===== config.mk =====
export PLATFORM = sky130hd
export DESIGN_NAME = script_token_lexer
export DESIGN_NICKNAME = d
export VERILOG_FILES = /design/src/stl_pkg.sv /design/src/stl_front.sv /design/src/stl_queue.sv /design/src/stl_back.sv /design/src/script_token_lexer.sv
export SDC_FILE = /design/constraint.sdc
export NUM_CORES = 1
export LEC_CHECK = 0
export BUFFER_PORTS_ARGS = -buffer_cell sky130_fd_sc_hd__buf_2
export CAP_MARGIN = 20
export CORE_AREA = 2 2 139 141
export CTS_BUF_LIST = sky130_fd_sc_hd__clkbuf_4 sky130_fd_sc_hd__clkbuf_8 sky130_fd_sc_hd__clkbuf_16
export DETAILED_ROUTE_END_ITERATION = 8
export DIE_AREA = 0 0 141 143
export GPL_TIMING_DRIVEN = 0
export PLACE_DENSITY = 0.77
export SLEW_MARGIN = 0
export SYNTH_ARGS = -nofsm -noshare
export SYNTH_HDL_FRONTEND = slang
export SYNTH_SLANG_ARGS = --single-unit

===== constraint.sdc =====
create_clock -name clock -period 18.73 [get_ports clock]
set_input_delay 3.746 -clock clock [delete_from_list [all_inputs] [get_ports clock]]
set_output_delay 3.746 -clock clock [all_outputs]
set_load 0.02 [all_outputs]

===== src/stl_pkg.sv =====
// ----------------------------------------------------------------------------
// stl_pkg: shared types and constants for the script token lexer
// Holds the beat types of both channels, the queue entry between the front and
// the back of the lexer, the character classes and the token kinds.
// ----------------------------------------------------------------------------
package stl_pkg;

   // Default width of the source byte offset counter.
   localparam int OFFSET_BITS_DEFAULT = 16;
   // Default depth of the queue between the front and the back.
   localparam int QUEUE_DEPTH_DEFAULT = 4;

   // Width of the reported start offset and token length.
   localparam int POS_BITS = 16;
   localparam logic [POS_BITS-1:0] LEN_MAX = '1;

   // Character classes found by the front.
   localparam logic [2:0] CLS_SPACE  = 3'd0;
   localparam logic [2:0] CLS_LETTER = 3'd1;
   localparam logic [2:0] CLS_DIGIT  = 3'd2;
   localparam logic [2:0] CLS_UNDER  = 3'd3;
   localparam logic [2:0] CLS_DOT    = 3'd4;
   localparam logic [2:0] CLS_QUOTE  = 3'd5;
   localparam logic [2:0] CLS_PUNCT  = 3'd6;
   localparam logic [2:0] CLS_OTHER  = 3'd7;

   // Token kinds as reported on the result channel.
   localparam logic [1:0] KIND_IDENT  = 2'd0;
   localparam logic [1:0] KIND_NUMBER = 2'd1;
   localparam logic [1:0] KIND_STRING = 2'd2;
   localparam logic [1:0] KIND_OPER   = 2'd3;

   // Source characters with a role of their own.
   localparam logic [7:0] CHAR_SEMI   = 8'h3B;
   localparam logic [7:0] CHAR_LPAREN = 8'h28;
   localparam logic [7:0] CHAR_RPAREN = 8'h29;
   localparam logic [7:0] CHAR_DOT    = 8'h2E;
   localparam logic [7:0] CHAR_UNDER  = 8'h5F;
   localparam logic [7:0] CHAR_QUOTE  = 8'h22;

   typedef struct packed {
      logic [7:0] char_code;
      logic       end_of_source;
   } req_type;

   typedef struct packed {
      logic [1:0]          token_kind;
      logic [POS_BITS-1:0] token_start;
      logic [POS_BITS-1:0] token_length;
      logic                last_of_run;
      logic                last_of_source;
   } rsp_type;

   // One classified byte on its way from the front to the back.
   typedef struct packed {
      logic [2:0]          char_class;
      logic [POS_BITS-1:0] pos;
      logic                last;
   } entry_type;

endpackage


===== src/stl_front.sv =====
// ----------------------------------------------------------------------------
// stl_front: byte classifier and offset counter
// Sorts each accepted byte into a character class and tags it with its offset
// within the current source text.
// ----------------------------------------------------------------------------
module stl_front #(
   parameter int OFFSET_BITS = stl_pkg::OFFSET_BITS_DEFAULT
) (
   input  logic                clock,
   input  logic                reset,
   input  logic                push,
   input  stl_pkg::req_type    req_data,
   output stl_pkg::entry_type  entry
);

   logic [OFFSET_BITS-1:0]       offset_ff;
   logic [OFFSET_BITS-1:0]       offset_in;
   logic [stl_pkg::POS_BITS-1:0] pos_tok;
   logic [2:0]                   char_class;
   logic [7:0]                   c;

   assign c = req_data.char_code;

   // The reported offset is the low bits of the counter, zero padded when
   // the counter is narrower.
   if (OFFSET_BITS >= stl_pkg::POS_BITS) begin : g_pos_cut
      assign pos_tok = offset_ff[stl_pkg::POS_BITS-1:0];
   end else begin : g_pos_pad
      assign pos_tok = {{(stl_pkg::POS_BITS-OFFSET_BITS){1'b0}}, offset_ff};
   end

   always_comb begin
      if (c == 8'd32 || (c >= 8'd9 && c <= 8'd13)) begin
         char_class = stl_pkg::CLS_SPACE;
      end else if ((c >= 8'h61 && c <= 8'h7A) || (c >= 8'h41 && c <= 8'h5A)) begin
         char_class = stl_pkg::CLS_LETTER;
      end else if (c >= 8'h30 && c <= 8'h39) begin
         char_class = stl_pkg::CLS_DIGIT;
      end else if (c == stl_pkg::CHAR_UNDER) begin
         char_class = stl_pkg::CLS_UNDER;
      end else if (c == stl_pkg::CHAR_DOT) begin
         char_class = stl_pkg::CLS_DOT;
      end else if (c == stl_pkg::CHAR_QUOTE) begin
         char_class = stl_pkg::CLS_QUOTE;
      end else if (c == stl_pkg::CHAR_SEMI || c == stl_pkg::CHAR_LPAREN ||
                   c == stl_pkg::CHAR_RPAREN) begin
         char_class = stl_pkg::CLS_PUNCT;
      end else begin
         char_class = stl_pkg::CLS_OTHER;
      end
   end

   assign entry.char_class = char_class;
   assign entry.pos        = pos_tok;
   assign entry.last       = req_data.end_of_source;

   // The offset restarts at zero after the last byte of a source.
   always_comb begin
      offset_in = offset_ff;
      if (push) begin
         if (req_data.end_of_source) begin
            offset_in = '0;
         end else begin
            offset_in = offset_ff + 1'b1;
         end
      end
   end

   always_ff @(posedge clock) begin
      if (reset) begin
         offset_ff <= '0;
      end else begin
         offset_ff <= offset_in;
      end
   end

endmodule


===== src/stl_queue.sv =====
// ----------------------------------------------------------------------------
// stl_queue: short first-in first-out queue of classified bytes
// Decouples the front from the back so that each side can stall on its own.
// ----------------------------------------------------------------------------
module stl_queue #(
   parameter int DEPTH = stl_pkg::QUEUE_DEPTH_DEFAULT
) (
   input  logic               clock,
   input  logic               reset,
   input  logic               push,
   input  stl_pkg::entry_type push_data,
   input  logic               pop,
   output logic               full,
   output logic               not_empty,
   output stl_pkg::entry_type head
);

   localparam int PTR_BITS = (DEPTH > 1) ? $clog2(DEPTH) : 1;
   localparam int CNT_BITS = $clog2(DEPTH + 1);

   stl_pkg::entry_type  slot_ff [DEPTH];
   logic [PTR_BITS-1:0] wr_ptr_ff;
   logic [PTR_BITS-1:0] wr_ptr_in;
   logic [PTR_BITS-1:0] rd_ptr_ff;
   logic [PTR_BITS-1:0] rd_ptr_in;
   logic [CNT_BITS-1:0] count_ff;
   logic [CNT_BITS-1:0] count_in;

   assign full      = (count_ff == CNT_BITS'(DEPTH));
   assign not_empty = (count_ff != '0);
   assign head      = slot_ff[rd_ptr_ff];

   always_comb begin
      wr_ptr_in = wr_ptr_ff;
      rd_ptr_in = rd_ptr_ff;
      count_in  = count_ff;
      if (push) begin
         wr_ptr_in = (wr_ptr_ff == PTR_BITS'(DEPTH - 1)) ? '0 : wr_ptr_ff + 1'b1;
      end
      if (pop) begin
         rd_ptr_in = (rd_ptr_ff == PTR_BITS'(DEPTH - 1)) ? '0 : rd_ptr_ff + 1'b1;
      end
      if (push && !pop) begin
         count_in = count_ff + 1'b1;
      end else if (pop && !push) begin
         count_in = count_ff - 1'b1;
      end
   end

   always_ff @(posedge clock) begin
      if (reset) begin
         wr_ptr_ff <= '0;
         rd_ptr_ff <= '0;
         count_ff  <= '0;
      end else begin
         wr_ptr_ff <= wr_ptr_in;
         rd_ptr_ff <= rd_ptr_in;
         count_ff  <= count_in;
      end
   end

   always_ff @(posedge clock) begin
      if (push) begin
         slot_ff[wr_ptr_ff] <= push_data;
      end
   end

endmodule


===== src/stl_back.sv =====
// ----------------------------------------------------------------------------
// stl_back: token state machine and result buffer
// Takes classified bytes from the queue, tracks the open token and writes up
// to two token descriptors per byte into a two-beat result buffer.
// ----------------------------------------------------------------------------
module stl_back (
   input  logic               clock,
   input  logic               reset,
   input  logic               q_valid,
   input  stl_pkg::entry_type q_head,
   output logic               q_pop,
   output logic               rsp_valid,
   input  logic               rsp_stall,
   output stl_pkg::rsp_type   rsp_data
);

   localparam logic [2:0] MODE_IDLE   = 3'd0;
   localparam logic [2:0] MODE_IDENT  = 3'd1;
   localparam logic [2:0] MODE_NUMBER = 3'd2;
   localparam logic [2:0] MODE_STRING = 3'd3;
   localparam logic [2:0] MODE_OPER   = 3'd4;

   localparam int PB = stl_pkg::POS_BITS;

   logic [2:0]      mode_ff, mode_in;
   logic [PB-1:0]   start_ff, start_in;
   logic [PB-1:0]   len_ff, len_in;
   logic [2:0]      mode_n;
   logic [PB-1:0]   start_n, len_n, len_g;
   stl_pkg::rsp_type res [2];
   logic [1:0]      n;
   logic            do_open;
   logic [2:0]      cls;

   stl_pkg::rsp_type slot_ff [2];
   stl_pkg::rsp_type slot_in [2];
   stl_pkg::rsp_type keep [2];
   logic [1:0]      cnt_ff, cnt_in;
   logic            out_pop;
   logic [1:0]      base;
   logic [1:0]      rel;

   function automatic stl_pkg::rsp_type make_rsp(input logic [1:0] kind,
                                                 input logic [PB-1:0] start,
                                                 input logic [PB-1:0] len);
      stl_pkg::rsp_type r;
      r.token_kind     = kind;
      r.token_start    = start;
      r.token_length   = len;
      r.last_of_run    = 1'b0;
      r.last_of_source = 1'b0;
      return r;
   endfunction

   function automatic logic [1:0] mode_kind(input logic [2:0] m);
      logic [1:0] k;
      unique case (m)
         MODE_IDENT:  k = stl_pkg::KIND_IDENT;
         MODE_NUMBER: k = stl_pkg::KIND_NUMBER;
         MODE_STRING: k = stl_pkg::KIND_STRING;
         default:     k = stl_pkg::KIND_OPER;
      endcase
      return k;
   endfunction

   assign cls   = q_head.char_class;
   assign len_g = (len_ff == stl_pkg::LEN_MAX) ? len_ff : len_ff + 1'b1;

   // Token decisions for the byte at the head of the queue.
   always_comb begin
      mode_n  = mode_ff;
      start_n = start_ff;
      len_n   = len_ff;
      n       = 2'd0;
      do_open = 1'b0;
      res[0]  = make_rsp(stl_pkg::KIND_IDENT, '0, '0);
      res[1]  = make_rsp(stl_pkg::KIND_IDENT, '0, '0);

      unique case (mode_ff)
         MODE_STRING: begin
            len_n = len_g;
            if (cls == stl_pkg::CLS_QUOTE) begin
               res[n[0]] = make_rsp(stl_pkg::KIND_STRING, start_ff, len_g);
               n         = n + 2'd1;
               mode_n    = MODE_IDLE;
            end
         end
         MODE_IDENT: begin
            if (cls inside {stl_pkg::CLS_LETTER, stl_pkg::CLS_DIGIT, stl_pkg::CLS_UNDER}) begin
               len_n = len_g;
            end else begin
               res[n[0]] = make_rsp(stl_pkg::KIND_IDENT, start_ff, len_ff);
               n         = n + 2'd1;
               do_open   = 1'b1;
            end
         end
         MODE_NUMBER: begin
            if (cls inside {stl_pkg::CLS_DIGIT, stl_pkg::CLS_DOT}) begin
               len_n = len_g;
            end else begin
               res[n[0]] = make_rsp(stl_pkg::KIND_NUMBER, start_ff, len_ff);
               n         = n + 2'd1;
               do_open   = 1'b1;
            end
         end
         MODE_OPER: begin
            if (!(cls inside {stl_pkg::CLS_SPACE, stl_pkg::CLS_LETTER, stl_pkg::CLS_DIGIT})) begin
               len_n = len_g;
            end else begin
               res[n[0]] = make_rsp(stl_pkg::KIND_OPER, start_ff, len_ff);
               n         = n + 2'd1;
               do_open   = 1'b1;
            end
         end
         default: begin
            do_open = 1'b1;
         end
      endcase

      if (do_open) begin
         mode_n = MODE_IDLE;
         unique case (cls)
            stl_pkg::CLS_SPACE: begin
            end
            stl_pkg::CLS_PUNCT: begin
               res[n[0]] = make_rsp(stl_pkg::KIND_OPER, q_head.pos, PB'(1));
               n         = n + 2'd1;
            end
            stl_pkg::CLS_QUOTE: begin
               mode_n  = MODE_STRING;
               start_n = q_head.pos;
               len_n   = PB'(1);
            end
            stl_pkg::CLS_LETTER: begin
               mode_n  = MODE_IDENT;
               start_n = q_head.pos;
               len_n   = PB'(1);
            end
            stl_pkg::CLS_DIGIT: begin
               mode_n  = MODE_NUMBER;
               start_n = q_head.pos;
               len_n   = PB'(1);
            end
            default: begin
               mode_n  = MODE_OPER;
               start_n = q_head.pos;
               len_n   = PB'(1);
            end
         endcase
      end

      // The end of the source closes whatever token is still open.
      if (q_head.last) begin
         if (mode_n != MODE_IDLE) begin
            res[n[0]] = make_rsp(mode_kind(mode_n), start_n, len_n);
            n         = n + 2'd1;
         end
         mode_n = MODE_IDLE;
         len_n  = '0;
      end

      if (n != 2'd0) begin
         res[n[1]].last_of_run    = 1'b1;
         res[n[1]].last_of_source = q_head.last;
      end
   end

   // Result buffer: two beats, drained from the front slot.
   assign out_pop   = (cnt_ff != 2'd0) && !rsp_stall;
   assign base      = cnt_ff - {1'b0, out_pop};
   assign q_pop     = q_valid && (({1'b0, base} + {1'b0, n}) <= 3'd2);
   assign rsp_valid = (cnt_ff != 2'd0);
   assign rsp_data  = slot_ff[0];

   always_comb begin
      keep[0] = out_pop ? slot_ff[1] : slot_ff[0];
      keep[1] = slot_ff[1];
      cnt_in  = base + (q_pop ? n : 2'd0);
      for (int i = 0; i < 2; i++) begin
         rel        = 2'(i) - base;
         slot_in[i] = keep[i];
         if (q_pop && (2'(i) >= base) && (rel < n)) begin
            slot_in[i] = res[rel[0]];
         end
      end
   end

   always_comb begin
      mode_in  = mode_ff;
      start_in = start_ff;
      len_in   = len_ff;
      if (q_pop) begin
         mode_in  = mode_n;
         start_in = start_n;
         len_in   = len_n;
      end
   end

   always_ff @(posedge clock) begin
      if (reset) begin
         mode_ff  <= MODE_IDLE;
         start_ff <= '0;
         len_ff   <= '0;
         cnt_ff   <= 2'd0;
      end else begin
         mode_ff  <= mode_in;
         start_ff <= start_in;
         len_ff   <= len_in;
         cnt_ff   <= cnt_in;
      end
   end

   always_ff @(posedge clock) begin
      slot_ff[0] <= slot_in[0];
      slot_ff[1] <= slot_in[1];
   end

endmodule


===== src/script_token_lexer.sv =====
// ----------------------------------------------------------------------------
// script_token_lexer: streaming tokenizer for script source text
// Takes source text one byte per beat and returns token descriptors (kind,
// start offset, length) on the byte that closes each token.
// ----------------------------------------------------------------------------
//
//   Channel   Ports                           Beat contents
//   -------   -----------------------------   --------------------------------
//   request   req_valid, req_stall, req_data  char_code, end_of_source
//   response  rsp_valid, rsp_stall, rsp_data  token_kind, token_start,
//                                             token_length, last_of_run,
//                                             last_of_source
//
// One byte is taken per cycle while the queue has room. A byte passes through
// the queue and then the result buffer before it reaches the response port.
// The response side moves at most one beat per cycle, so a byte that produces
// two tokens takes two response beats, and a steady run of such bytes is
// taken at a lower byte rate. Reset is synchronous and clears the queue, the
// token state and the offset counter; no clearing pass is needed. A stall on
// the response side fills the result buffer and then the queue, and only
// then raises req_stall.
//
// The front classifies each byte and tags it with its offset in the source.
// The back holds the open token (mode, start, length) and decides, byte by
// byte, whether the token grows, closes, or closes and is followed by a new
// one. Offsets wrap at 2^OFFSET_BITS and lengths saturate at 65535.
// ----------------------------------------------------------------------------
module script_token_lexer #(
   parameter int OFFSET_BITS = stl_pkg::OFFSET_BITS_DEFAULT,
   parameter int QUEUE_DEPTH = stl_pkg::QUEUE_DEPTH_DEFAULT
) (
   input  logic             clock,
   input  logic             reset,
   input  logic             req_valid,
   output logic             req_stall,
   input  stl_pkg::req_type req_data,
   output logic             rsp_valid,
   input  logic             rsp_stall,
   output stl_pkg::rsp_type rsp_data
);

   logic               q_full;
   logic               q_valid;
   logic               q_pop;
   logic               push;
   stl_pkg::entry_type entry;
   stl_pkg::entry_type q_head;

   // A byte is taken whenever the queue has room.
   assign req_stall = q_full;
   assign push      = req_valid && !q_full;

   stl_front #(
      .OFFSET_BITS(OFFSET_BITS)
   ) u_front (
      .clock    (clock),
      .reset    (reset),
      .push     (push),
      .req_data (req_data),
      .entry    (entry)
   );

   stl_queue #(
      .DEPTH(QUEUE_DEPTH)
   ) u_queue (
      .clock     (clock),
      .reset     (reset),
      .push      (push),
      .push_data (entry),
      .pop       (q_pop),
      .full      (q_full),
      .not_empty (q_valid),
      .head      (q_head)
   );

   stl_back u_back (
      .clock     (clock),
      .reset     (reset),
      .q_valid   (q_valid),
      .q_head    (q_head),
      .q_pop     (q_pop),
      .rsp_valid (rsp_valid),
      .rsp_stall (rsp_stall),
      .rsp_data  (rsp_data)
   );

endmodule


==> qor_table.md <==
| Parameter | This run |
| --- | --- |
| Clock edge transition at the registers on the reported setup and hold paths | 60 ps |
| Proportion of synthesized area in mux cells | 0.0797 |
| Power density over cell area | 196 nW/um2 |
| RSZ-0062 raised after global routing | false |
| Hold worst-path end | u_queue.rd_ptr_ff[1]$_SDFFE_PP0N_ |
| Final core utilization | 0.669 |
| Register-to-Register Setup Slack | 11,320 ps |
| Portion of total power attributed to combinational logic | 0.499 |
| Worst relative slew slack | 0.273 |
| Number of enable-type register cells in the synthesized netlist | 152 |
| Clock root buffer master | clkbuf_16 |
| Netlist Area Pre-Place | 11,000 um2 |
| Compound-Gate Fraction of Synth Area | 0.169 |
| Total wire length after detailed routing | 27,400 um |
| Cell count of the worst reg-to-reg path | 23 |
| Final std cell area, no fill | 12,400 um2 |
| Initial antenna violation count | 0 |
| CTS HTree Levels | 1 |
| CORE AREA | 18,600 um2 |
| Total clock buffers created by CTS | 23 |
| Count of boundary I/O pins | 51 |
| Startpoint of the tightest hold check path | u_queue.rd_ptr_ff[1]$_SDFFE_PP0N_ |
| Nets in the synthesized netlist | 1,052 |
| Filler cell count | 1,412 |
| Cell-internal power | 1.40 mW |
| Overall die area | 20,200 um2 |
| Number of global-route vias before repair | 8,002 |
| Synth area leaders | edfxtp_1 (42%), dfxtp_1 (11%), nor2_1 (4.4%) |
| Async set-reset flop share out of synthesis | 0 |
| Vias per Instance | 6.42 |
| Area after DPL | 11,600 um2 |
| Total GRT Usage | 0.269 |
| Leading cell types in the layout, fill and taps excluded | edfxtp_1 (152), nor2_1 (129), nand2_1 (89) |
| Number of hold buffers added after cts | 0 |
| Seq/Total Area, Yosys | 0.528 |
| Combinational family with the most area after synthesis | compound AO/OA/AOI/OAI gates |
| Die height | 143 um |
| Core Rows | 50 |
| # Max-Cap Violations | 0 |
| Worst voltage drop across the vdd grid | 97.7 uV |
| Share of post-route cells with drive strength above 1 | 0.146 |
| Adder-cell share of the synthesized area | 0.0241 |
| GPL Wtd Cong | 1.01 |
| Sequential share of power | 0.301 |
| Most common cell after layout, fill and taps aside | edfxtp_1 |
| Yosys cell types | 84 |
| Synthesized-area fraction occupied by and/or/nand/nor cells | 0.140 |
| Max-slew violation total from the final report | 0 |
| Yosys top cell area share | 0.415 |
| Top cell type by total area after synthesis | edfxtp_1 |
| Final ANT Viol Nets | 0 |
| CTS tree | built |
| Pin count of the biggest net entering global routing | 23 |
| Critical Setup Path Class | in -> reg |
| DR DRC count | 0 |
| YS warnings | 0 |
| Violation count after the first detailed-route iteration | 999 |
| TritonRoute pass-1 iters | 5 |
| Post-Syn Area per Cell | 10.8 um2 |
| Port buffer count | 48 |
| Crit end category | flip-flop |
| Number of clock sinks | 214 |
| Worst Path Max Fanout | 11 |
| Arrival time worst endpoint | 8730 ps |
| Period Utilization, post-route | 0.446 |
| Setup TNS | 0 ps |
| Required time at the worst-slack endpoint | 19,120 ps |
| Detailed-route via count | 8,661 |
| Hold Path Depth | 2 |
| Time the final worst path needs with I/O delays and setup | 8350 ps |
| Clock latency of the later-clocked register in the worst-skew pair | 530 ps |
| First-pass GRT wire length | 43,000 um |
| Synthesis-stage register bit count | 214 |
| Wire length per cell after detailed routing | 20.3 um |
| Estimated wirelength of the detail-placed design | 18,400 um |
| Diodes inserted | 0 |
| R2R Path End | u_back.slot_ff[0][18]$_DFFE_PP_ |
| Maximum clock skew at final layout | 21.0 ps |
| Xor and xnor fraction of the mapped netlist area | 0.0207 |
| Final layout net count | 1,131 |
| # Post-CTS Setup Buffers | 0 |
| CTS resizes | 0 |
| Outcome | finished, final reports clean |
| Least-Margin Pin Slew | 1090 ps |
| Effective utilization at floorplan | 0.592 |
| Final hold violation count | 0 |
| Sw frac | 0.426 |
| Hold/Removal Path Class | reg -> reg |
| Primary flip-flop cell chosen by synthesis mapping | edfxtp_1 |
| CP startpoint kind | input pin |
| Total setup violations reported at the end of the flow | 0 |
| Share of total power in the clock network | 0.200 |
| Largest buffer count on any clock path | 3 |
| Switching power | 1.04 mW |
| Chip width | 141 um |
| Highest attainable clock frequency | 120 MHz |
| Cells after Synth | 1,019 |
| Leakage power total | 4.37 nW |
| GRT Residual Overflow | 0 |
| Post-synthesis to final-layout area growth | 13.0% |
## stage by stage
stage	setup WS (ps)	total power [mW]	std cells	hold WS, ps
2_1_floorplan	6530	1.59	1019	454
3_3_place_gp	1920	1.89	1301	480
3_5_place_dp	10050	1.92	1307	479
4_1_cts	10570	2.42	1349	494
5_1_grt	10170	2.56	1349	526
6_report	10380	2.44	1349	501
## sequential cells by signal, summed over array words and instances, names as in the netlist, 3 cells and up, named ones only
name / count
u_front.offset_ff: 16
u_queue.count_ff: 3
u_back.mode_ff: 3
u_back.len_ff: 16
u_queue.slot_ff: 80
u_back.start_ff: 16
u_back.slot_ff: 72
## synthesized netlist by cell type, drive strengths merged, types with 8 or more instances
master  instances
nand2          89
a21oi          80
nand4           9
a221o           8
o22ai           8
buf            21
mux2i          38
nor3           17
clkbuf         47
a22oi          37
o21ai          46
inv            24
nor2          130
or3             9
dfxtp          62
mux4           20
ha             18
xnor2          11
nand3          21
a31oi           8
xor2           15
and2           11
nand2b         12
a21o            8
edfxtp        152
a221oi         16
## layer usage
layer  track usage  up-vias  share of wire
met4        0.0826        0          0.025
met2         0.432      445           0.46
met1         0.383     4140           0.43
met5             0        -              0
met3        0.0402       68          0.088
li1              -     4008              -
## worst max-delay path, cell delays in order
cell	delay [ps]
buf_2	150
nor2_1	70
ha_1	340
clkbuf_1	430
clkinv_1	470
ha_1	350
inv_1	70
fa_1	160
o21ai_0	110
nor2_1	700
nand4b_1	510
nor2_1	650
a22o_1	430
buf_2	310
a22oi_1	100
nand2_1	110
## worst max-delay path by stage
stage	from	to	cells past startpoint
3_3_place_gp	rsp_stall	u_back.slot_ff[0][48]$_DFFE_PP_	12
6_report	rsp_stall	u_back.slot_ff[0][18]$_DFFE_PP_	16
2_1_floorplan	rsp_stall	u_back.slot_ff[0][36]$_DFFE_PP_	11
5_1_grt	rsp_stall	u_back.slot_ff[0][18]$_DFFE_PP_	16
4_1_cts	rsp_stall	u_queue.count_ff[2]$_SDFFE_PP0P_	18
3_5_place_dp	rsp_stall	u_back.slot_ff[0][13]$_DFFE_PP_	15
## cell type report
| type | count | area (um2) | area share |
|---|---|---|---|
| Buffer | 68 | 323 | 0.0260 |
| Timing Repair Buffer | 54 | 298 | 0.0240 |
| Sequential cell | 214 | 5810 | 0.467 |
| Multi-Input combinational cell | 711 | 4790 | 0.385 |
| Tap cell | 234 | 293 | 0.0236 |
| Clock buffer | 25 | 603 | 0.0485 |
| Inverter | 26 | 97.6 | 0.00786 |
| Clock inverter | 17 | 215 | 0.0173 |
## cells by family (layout without fill, tap and decap cells)
kind of cell / Yosys count / after routing
flops: 214 / 214
compound gates: 273 / 273
simple gates: 330 / 330
fa+ha+maj: 20 / 20
mux: 62 / 62
xor+xnor: 26 / 26
buf+inv: 94 / 190
## power by group through the flow
| stage | logic (mW) | registers (mW) | clock network, mW |
|---|---|---|---|
| 6_report | 1.22 | 0.734 | 0.488 |
| 5_1_grt | 1.31 | 0.745 | 0.507 |
| 4_1_cts | 1.20 | 0.734 | 0.491 |
| 3_5_place_dp | 1.18 | 0.741 | 0 |
| 3_3_place_gp | 1.13 | 0.762 | 0 |
| 2_1_floorplan | 0.783 | 0.806 | 0 |
(Power assumes the default switching activity.)
